$ cat src/hdl/hsv_skin_pixel_classifier_assert.svh
// Assertion macros for the HSV skin pixel classifier.
// No dependencies; included by the RTL files that carry assertions.
`ifndef HSV_SKIN_PIXEL_CLASSIFIER_ASSERT_SVH
`define HSV_SKIN_PIXEL_CLASSIFIER_ASSERT_SVH

`ifndef NO_ASSERTIONS

// Same-cycle implication, disabled during reset.
`define HSVSKIN_ASSERT_NOW(label, clk, rst, ante, cons, msg) \
   label: assert property (@(posedge clk) disable iff (rst) (ante) |-> (cons)) \
      else $error(msg);

// Next-cycle implication, disabled during reset.
`define HSVSKIN_ASSERT_NEXT(label, clk, rst, ante, cons, msg) \
   label: assert property (@(posedge clk) disable iff (rst) (ante) |=> (cons)) \
      else $error(msg);

`else

`define HSVSKIN_ASSERT_NOW(label, clk, rst, ante, cons, msg)
`define HSVSKIN_ASSERT_NEXT(label, clk, rst, ante, cons, msg)

`endif

`endif

$ cat src/hdl/hsvskin_pkg.sv
// Shared types and constants for the HSV skin pixel classifier.
// No dependencies.
`default_nettype none

package hsvskin_pkg;

   // Channel and configuration port widths.
   localparam int PIXEL_WIDTH = 8;
   localparam int CSR_INDEX_WIDTH = 8;
   localparam int CSR_DATA_WIDTH = 9;

   // Register field widths.
   localparam int HUE_WIDTH = 9;
   localparam int SAT_WIDTH = 7;
   localparam int VALUE_WIDTH = 8;

   typedef logic [PIXEL_WIDTH-1:0] pixel_type;
   typedef logic [CSR_INDEX_WIDTH-1:0] csr_index_type;
   typedef logic [CSR_DATA_WIDTH-1:0] csr_data_type;

   // Register indexes.
   typedef enum logic [CSR_INDEX_WIDTH-1:0] {
      REG_HUE_LOWER = 8'd0,
      REG_HUE_WRAP = 8'd1,
      REG_SAT_MIN = 8'd2,
      REG_VALUE_MIN = 8'd3
   } csr_reg_type;

   // Register reset values.
   localparam logic [HUE_WIDTH-1:0] HUE_LOWER_RESET = 9'd45;
   localparam logic [HUE_WIDTH-1:0] HUE_WRAP_RESET = 9'd330;
   localparam logic [SAT_WIDTH-1:0] SAT_MIN_RESET = 7'd15;
   localparam logic [VALUE_WIDTH-1:0] VALUE_MIN_RESET = 8'd25;

   // Hue and saturation arithmetic constants; angles in degrees.
   localparam int HD_WIDTH = 19;
   localparam logic signed [HD_WIDTH-1:0] DEG_SECTOR = 19'sd60;
   localparam logic signed [HD_WIDTH-1:0] DEG_GREEN_BASE = 19'sd120;
   localparam logic signed [HD_WIDTH-1:0] DEG_BLUE_BASE = 19'sd240;
   localparam logic signed [HD_WIDTH-1:0] DEG_FULL_TURN = 19'sd360;
   localparam int PROD_WIDTH = 17;
   localparam int SAT_PROD_WIDTH = 15;
   localparam logic [SAT_PROD_WIDTH-1:0] PERCENT_FULL = 15'd100;

endpackage

`default_nettype wire

$ cat src/hdl/hsv_skin_pixel_classifier.sv
// HSV skin pixel classifier: one RGB pixel in, one skin flag out.
// Depends on hsvskin_pkg and hsv_skin_pixel_classifier_assert.svh.
//
// Usage:
//   The req channel takes one pixel per transaction (req_red, req_green,
//   req_blue). The rsp channel returns one skin flag per pixel, in order.
//   The csr channel writes the four limit registers by index; csr_ready is
//   always high and writes to unknown indexes are dropped. Write limits only
//   while no pixel is in flight.
//   A req transaction loads the pixel into the input register, and the
//   classified flag then moves into the result register once that is
//   free. Throughput is one pixel per cycle while the receiver does not
//   stall, set by the single classify stage between those two registers.
//   When the receiver stalls, the result register holds its flag and the
//   input register holds the next pixel; req_ready drops only while both
//   are full, so nothing is lost or repeated.
//   Synchronous reset empties both registers and restores the limits to
//   45, 330, 15 percent and 25.
`default_nettype none

module hsv_skin_pixel_classifier (
   input  wire logic                      clock,
   input  wire logic                      reset,
   input  wire logic                      req_valid,
   output logic                           req_ready,
   input  wire hsvskin_pkg::pixel_type    req_red,
   input  wire hsvskin_pkg::pixel_type    req_green,
   input  wire hsvskin_pkg::pixel_type    req_blue,
   output logic                           rsp_valid,
   input  wire logic                      rsp_ready,
   output logic                           rsp_skin_flag,
   input  wire logic                      csr_valid,
   output logic                           csr_ready,
   input  wire hsvskin_pkg::csr_index_type csr_index,
   input  wire hsvskin_pkg::csr_data_type  csr_data
);

   import hsvskin_pkg::*;

`include "hsv_skin_pixel_classifier_assert.svh"

   // Limit registers.
   logic [HUE_WIDTH-1:0]   hue_lower_ff;
   logic [HUE_WIDTH-1:0]   hue_wrap_ff;
   logic [SAT_WIDTH-1:0]   sat_min_ff;
   logic [VALUE_WIDTH-1:0] value_min_ff;

   // Input stage and result stage.
   logic      in_valid_ff;
   logic      in_valid_in;
   pixel_type red_ff;
   pixel_type green_ff;
   pixel_type blue_ff;
   logic      out_valid_ff;
   logic      out_valid_in;
   logic      skin_ff;
   logic      skin_in;
   logic      advance;
   logic      req_take;

   // Classify datapath signals.
   pixel_type                    max_val;
   pixel_type                    min_val;
   pixel_type                    diff;
   logic                         red_is_max;
   logic                         green_is_max;
   logic signed [PIXEL_WIDTH:0]  chan_delta;
   logic signed [HD_WIDTH-1:0]   delta_ext;
   logic signed [HD_WIDTH-1:0]   diff_ext;
   logic signed [HD_WIDTH-1:0]   sector_base;
   logic signed [HD_WIDTH-1:0]   hue_scaled;
   logic [PROD_WIDTH-1:0]        hue_scaled_u;
   logic [PROD_WIDTH-1:0]        lower_prod;
   logic [PROD_WIDTH-1:0]        wrap_prod;
   logic [SAT_PROD_WIDTH-1:0]    sat_lhs;
   logic [SAT_PROD_WIDTH-1:0]    sat_rhs;
   logic                         hue_ok;
   logic                         sat_ok;
   logic                         val_ok;

   // The configuration port never stalls.
   assign csr_ready = 1'b1;

   // Handshake control for the two-register pipeline.
   assign advance      = in_valid_ff && (!out_valid_ff || rsp_ready);
   assign req_ready    = !in_valid_ff || advance;
   assign req_take     = req_valid && req_ready;
   assign in_valid_in  = req_take || (in_valid_ff && !advance);
   assign out_valid_in = advance || (out_valid_ff && !rsp_ready);

   assign rsp_valid     = out_valid_ff;
   assign rsp_skin_flag = skin_ff;

   // Largest channel with red, then green, winning ties; smallest channel.
   always_comb begin
      red_is_max   = (red_ff >= green_ff) && (red_ff >= blue_ff);
      green_is_max = !red_is_max && (green_ff >= blue_ff);
      if (red_is_max) begin
         max_val = red_ff;
      end else if (green_is_max) begin
         max_val = green_ff;
      end else begin
         max_val = blue_ff;
      end
      min_val = red_ff;
      if (green_ff < min_val) begin
         min_val = green_ff;
      end
      if (blue_ff < min_val) begin
         min_val = blue_ff;
      end
      diff = max_val - min_val;
   end

   // Hue times diff, as sector base plus sixty times the channel delta.
   always_comb begin
      if (red_is_max) begin
         chan_delta = $signed({1'b0, green_ff}) - $signed({1'b0, blue_ff});
      end else if (green_is_max) begin
         chan_delta = $signed({1'b0, blue_ff}) - $signed({1'b0, red_ff});
      end else begin
         chan_delta = $signed({1'b0, red_ff}) - $signed({1'b0, green_ff});
      end
      delta_ext = {{(HD_WIDTH-PIXEL_WIDTH-1){chan_delta[PIXEL_WIDTH]}}, chan_delta};
      diff_ext  = $signed({{(HD_WIDTH-PIXEL_WIDTH){1'b0}}, diff});
      if (red_is_max) begin
         sector_base = chan_delta[PIXEL_WIDTH] ? DEG_FULL_TURN * diff_ext : '0;
      end else if (green_is_max) begin
         sector_base = DEG_GREEN_BASE * diff_ext;
      end else begin
         sector_base = DEG_BLUE_BASE * diff_ext;
      end
      hue_scaled   = DEG_SECTOR * delta_ext + sector_base;
      hue_scaled_u = hue_scaled[PROD_WIDTH-1:0];
   end

   // Limit tests by cross-multiplication; all comparisons are strict.
   always_comb begin
      lower_prod = PROD_WIDTH'(hue_lower_ff) * PROD_WIDTH'(diff);
      wrap_prod  = PROD_WIDTH'(hue_wrap_ff) * PROD_WIDTH'(diff);
      sat_lhs    = SAT_PROD_WIDTH'(diff) * PERCENT_FULL;
      sat_rhs    = SAT_PROD_WIDTH'(sat_min_ff) * SAT_PROD_WIDTH'(max_val);
      hue_ok     = (hue_scaled_u < lower_prod) || (hue_scaled_u > wrap_prod);
      sat_ok     = sat_lhs > sat_rhs;
      val_ok     = max_val > value_min_ff;
      skin_in    = (diff != '0) && hue_ok && sat_ok && val_ok;
   end

   // Control state and limit registers.
   always_ff @(posedge clock) begin
      if (reset) begin
         in_valid_ff  <= 1'b0;
         out_valid_ff <= 1'b0;
         hue_lower_ff <= HUE_LOWER_RESET;
         hue_wrap_ff  <= HUE_WRAP_RESET;
         sat_min_ff   <= SAT_MIN_RESET;
         value_min_ff <= VALUE_MIN_RESET;
      end else begin
         in_valid_ff  <= in_valid_in;
         out_valid_ff <= out_valid_in;
         if (csr_valid && csr_ready) begin
            case (csr_index)
               REG_HUE_LOWER: hue_lower_ff <= csr_data[HUE_WIDTH-1:0];
               REG_HUE_WRAP:  hue_wrap_ff  <= csr_data[HUE_WIDTH-1:0];
               REG_SAT_MIN:   sat_min_ff   <= csr_data[SAT_WIDTH-1:0];
               REG_VALUE_MIN: value_min_ff <= csr_data[VALUE_WIDTH-1:0];
               default: begin
               end
            endcase
         end
      end
   end

   // Payload registers.
   always_ff @(posedge clock) begin
      if (req_take) begin
         red_ff   <= req_red;
         green_ff <= req_green;
         blue_ff  <= req_blue;
      end
      if (advance) begin
         skin_ff <= skin_in;
      end
   end

   // A classified pixel always lands in the result register.
   `HSVSKIN_ASSERT_NEXT(a_advance_fills, clock, reset, advance, out_valid_ff,
      "classified pixel did not reach the result register")

   // A grey pixel is never flagged.
   `HSVSKIN_ASSERT_NEXT(a_grey_not_skin, clock, reset, advance && (diff == '0), !skin_ff,
      "grey pixel flagged as skin")

   // A dark pixel is never flagged.
   `HSVSKIN_ASSERT_NEXT(a_dark_not_skin, clock, reset,
      advance && (max_val <= value_min_ff), !skin_ff,
      "pixel at or below the value limit flagged as skin")

   // A pixel waiting in the input register is kept while the output stalls.
   `HSVSKIN_ASSERT_NEXT(a_input_hold, clock, reset, in_valid_ff && !advance,
      in_valid_ff && $stable(red_ff) && $stable(green_ff) && $stable(blue_ff),
      "stalled pixel changed in the input register")

endmodule

`default_nettype wire

$ cat config.mk
export PLATFORM = sky130hd
export DESIGN_NAME = hsv_skin_pixel_classifier
export DESIGN_NICKNAME = d
export VERILOG_FILES = /design/src/hdl/hsvskin_pkg.sv /design/src/hdl/hsv_skin_pixel_classifier.sv
export VERILOG_INCLUDE_DIRS = /design/src /design/src/hdl
export SDC_FILE = /design/constraint.sdc
export NUM_CORES = 1
export LEC_CHECK = 0
export ABC_CLOCK_PERIOD_IN_PS = 27000
export BUFFER_PORTS_ARGS = -buffer_cell sky130_fd_sc_hd__buf_2
export CORE_UTILIZATION = 36
export DETAILED_ROUTE_END_ITERATION = 8
export GPL_TIMING_DRIVEN = 0
export PLACE_DENSITY = 0.52
export SLEW_MARGIN = 20
export SYNTH_ARGS = -nofsm -noshare
export SYNTH_HDL_FRONTEND = slang
export SYNTH_SLANG_ARGS = --single-unit
$ cat constraint.sdc
create_clock -name clock -period 27 [get_ports clock]
set_input_delay 6.75 -clock clock [delete_from_list [all_inputs] [get_ports clock]]
set_output_delay 6.75 -clock clock [all_outputs]
set_load 0.01 [all_outputs]
==> metrics list <==
* Area contributors post-synth: sky130_fd_sc_hd__ha_1 24%, sky130_fd_sc_hd__fa_1 20%, sky130_fd_sc_hd__inv_1 7.9%
- The worst register-to-register path has a depth of between 40 and 50.
- After floorplanning, the core was divided into 76 placement rows.
- Layout Nets: ~2500
* Most common flop cell mapped by yosys: sky130_fd_sc_hd__dfxtp_1
- After detailed routing, the number of remaining DRC violations is 0.
- WS Path Type: input port to output pin
- Setup repair after global routing left no endpoint under its margin.
- Maximum count of clock buffers along a single path: 2
- The via count of the first global-routing pass came to around 13000.
- Area of combinational cells with multiple inputs: about 13000 sq um
- H-tree levels: 3
* Type of the tightest min-delay check: flop to flop
- The worst register-to-register path begins at green_ff[1].
* Most common cell in the synthesized netlist: sky130_fd_sc_hd__inv_1
- Starting density of the core: 0.368
* Total of endpoints with negative setup slack in the final report: 0
* All-Layer GR Usage: 0.190
- The first TritonRoute pass finished after 5 iterations.
- Synthesis instantiated 70 different standard cells from the library.
* HPWL after detailed placement: between 30000 and 40000 um
- Startpoint of the tightest hold check path: value_min_ff[4]
* Top-area cell type share of the netlist area: 0.235
* Buffer type at the clock tree root: sky130_fd_sc_hd__clkbuf_16
* Detailed Route WL: between 40000 and 50000 um
- For this run, the slowest stage of the critical path takes around 0.21 ns.
- Vias: between 10000 and 15000
- The slowest stage of the critical path belongs to the cell sky130_fd_sc_hd__nor2b_1.
- Post-Syn Instances: just under 2000
- Worst relative slew slack: 0.239
- Max-cap violations: 0
- Number of nets with antenna violations after routing: 0
- Antenna violations before repair: 1
* Port Buf Inserts: 47
- Synthesis produced a netlist with a net count of 2436.
- Layout overhead on the synthesized area: 7.82%
- Clk_lat worst skew: 0.36 ns
* Ports placed on the boundary: 50
* Mean routed wirelength per cell: around 16 um
- Worst path most repeated cell: sky130_fd_sc_hd__buf_2
- Maximum fanout count along the critical path: 4
- Clock tree from TritonCTS: done
* Number of fillers in the final layout: around 4500
* Hold-fix buffer count after cts: 0
- After synthesis the netlist holds a flip-flop and latch count of 60.
- Portion of the post-synthesis area used by sequential elements: 0.0907
* Placeable core region: 43500 sq um
- Grt total ovfl: 0
- In this run the vertical extent of the chip is ~210 um.
* Clock edge transition at the registers on the reported setup and hold paths: ~0.06 ns
- Drt initial violations: around 660
- The congestion estimate from routability-driven global placement came to ~0.89.
* Post-Syn Area per Cell: 8.29 sq um
- In this run the worst setup path begins at rsp_ready.
* Maximum number of pins on one net before global-route repair: 25
- Of the available clock period, the critical path in the final layout requires 0.521.
- Global-route wire length before repair: 66900 um
- For the pin with the worst max-slew slack, the measured transition is roughly 1.1 ns.
- Maximum clock frequency: just over 0.07 GHz
* Number of max-slew violations in the final report: 0
* Buffers inserted during post-CTS setup optimization: 0
- The floorplan step defined a die boundary enclosing 45300 sq um.
- Diodes inserted: 0
- Sort of element at the start of the critical path: input port
- Cells along the critical path: buf_2 > nor2b_1 > nand2_1 > buf_2
- sky130_fd_sc_hd__ha_1 takes more of the synthesized area than any other cell.
* Via-to-Cell Ratio: around 5.1
- Outcome: completed
- The die is approximately 210 um wide.
* Sequential Area: 1450 sq um
- Top cell types by occurrence after synthesis: 336 x sky130_fd_sc_hd__inv_1, 301 x sky130_fd_sc_hd__ha_1, 157 x sky130_fd_sc_hd__fa_1
- For the worst setup path, the data required time is approximately 20 ns.
- Cell depth of the worst min-delay path: 1
* Setup TNS Final: 0 ns
- Post-CTS repair changed the size of 0 cells.
- Total standard cell area after synthesis: approximately 16000 sq um
- Counting flops with a built-in enable in the synthesized netlist gives 25.
- Of all flip-flops after synthesis, the portion carrying an async set or reset was 0.
- Clock sink total: 60
- The clock arrives with 0.00814 ns of skew.
- The worst path in the final design needs a cycle of 14.06 ns, including I/O delays and setup.
- Of the cells placed in the final design, the portion with a size suffix greater than 1 is 0.0486.
- Yosys printed 0 warnings.
- Number of endpoints with negative hold slack in the final report: 0
* Endpoint class of the critical path: output pin
* Data arrival time of the critical path: 7.31 ns
* CTS buffer count: 9
-- final timing paths --
kind	endpoint	slack (ns)
hold reg to reg	value_min_ff[4]	0.47
hold / removal	value_min_ff[4]	0.47
setup / recovery	req_ready	12.94
setup reg to reg	rsp_skin_flag	13.60
-- metal layers --
metal,GRT usage,part of all wire,wire length [um]
met5,0,0,0
met4,0.0335,0.0093,388
met3,0.0182,0.040,1680
met2,0.320,0.47,19600
met1,0.266,0.48,20100
-- cells in the final DEF, fill, tap and decap left out, types with 34 or more instances in the layout --
cell	netlist	final
sky130_fd_sc_hd__ha_1	301	301
sky130_fd_sc_hd__o21ai_0	75	75
sky130_fd_sc_hd__xor2_1	38	38
sky130_fd_sc_hd__inv_1	336	336
sky130_fd_sc_hd__buf_2	4	51
sky130_fd_sc_hd__xnor2_1	65	65
sky130_fd_sc_hd__a21o_1	34	34
sky130_fd_sc_hd__nand2_1	147	147
sky130_fd_sc_hd__nor2b_1	46	46
sky130_fd_sc_hd__and2_1	80	79
sky130_fd_sc_hd__nor2_1	111	111
sky130_fd_sc_hd__dfxtp_1	35	35
sky130_fd_sc_hd__nand3_1	41	41
sky130_fd_sc_hd__a21oi_1	118	118
sky130_fd_sc_hd__fa_1	157	157
sky130_fd_sc_hd__clkbuf_1	48	43
-- state kept, by name (all words and copies together), names as in the netlist --
signal / cells
hue_wrap_ff: 9
rsp_valid: 1
hue_lower_ff: 9
green_ff: 8
sat_min_ff: 7
red_ff: 8
in_valid_ff: 1
rsp_skin_flag: 1
value_min_ff: 8
blue_ff: 8
-- area by class of cell --
| cell class | count | share of cell area |
|---|---|---|
| well taps | 585 | 0.0424 |
| multi-input cells | 1469 | 0.755 |
| flip-flops and latches | 60 | 0.0841 |
| repair buffers | 47 | 0.0136 |
| plain buffers | 65 | 0.0155 |
| clock inverters | 7 | 0.00297 |
| inverters | 338 | 0.0735 |
| clock buffers | 9 | 0.0130 |
-- stage by stage --
| stage | area [sq um] | std cells | setup WS, ns | util | hold slack, ns |
|---|---|---|---|---|---|
| after global placement | 17000 | 2564 | 12.96 | 0.391 | 0.450 |
| after detailed placement | 17000 | 2564 | 12.94 | 0.391 | 0.460 |
| after CTS | 17300 | 2580 | 12.94 | 0.397 | 0.473 |
| final | 17300 | 2580 | 12.94 | 0.397 | 0.471 |
| after global routing | 17300 | 2580 | 12.54 | 0.397 | 0.500 |
| after floorplan | 16000 | 1932 | 13.19 | - | 0.435 |
-- cell families (layout without fill, tap and decap cells) --
logic type | Yosys count | after routing | share of synthesized area
AOI/OAI and AO/OA | 372 | 372 | 0.149
xor gates and xnor gates | 103 | 103 | 0.0563
adders and majority gates | 458 | 458 | 0.432
buffers and inverters | 403 | 466 | 0.0956
DFF | 60 | 60 | 0.0907
muxes | 41 | 41 | 0.0266
other | 1 | 1 | 0.000234
and+or+nand+nor | 494 | 494 | 0.150
-- critical path, delay by kind of cell --
kind,cells,cell delay [ns]
AND/OR/NAND/NOR,2,0.32
buffers and inverters,2,0.25
Power is left out: the tool's default activity adds up to more than one toggle a clock period on the data nets, which glitch-free logic cannot reach.
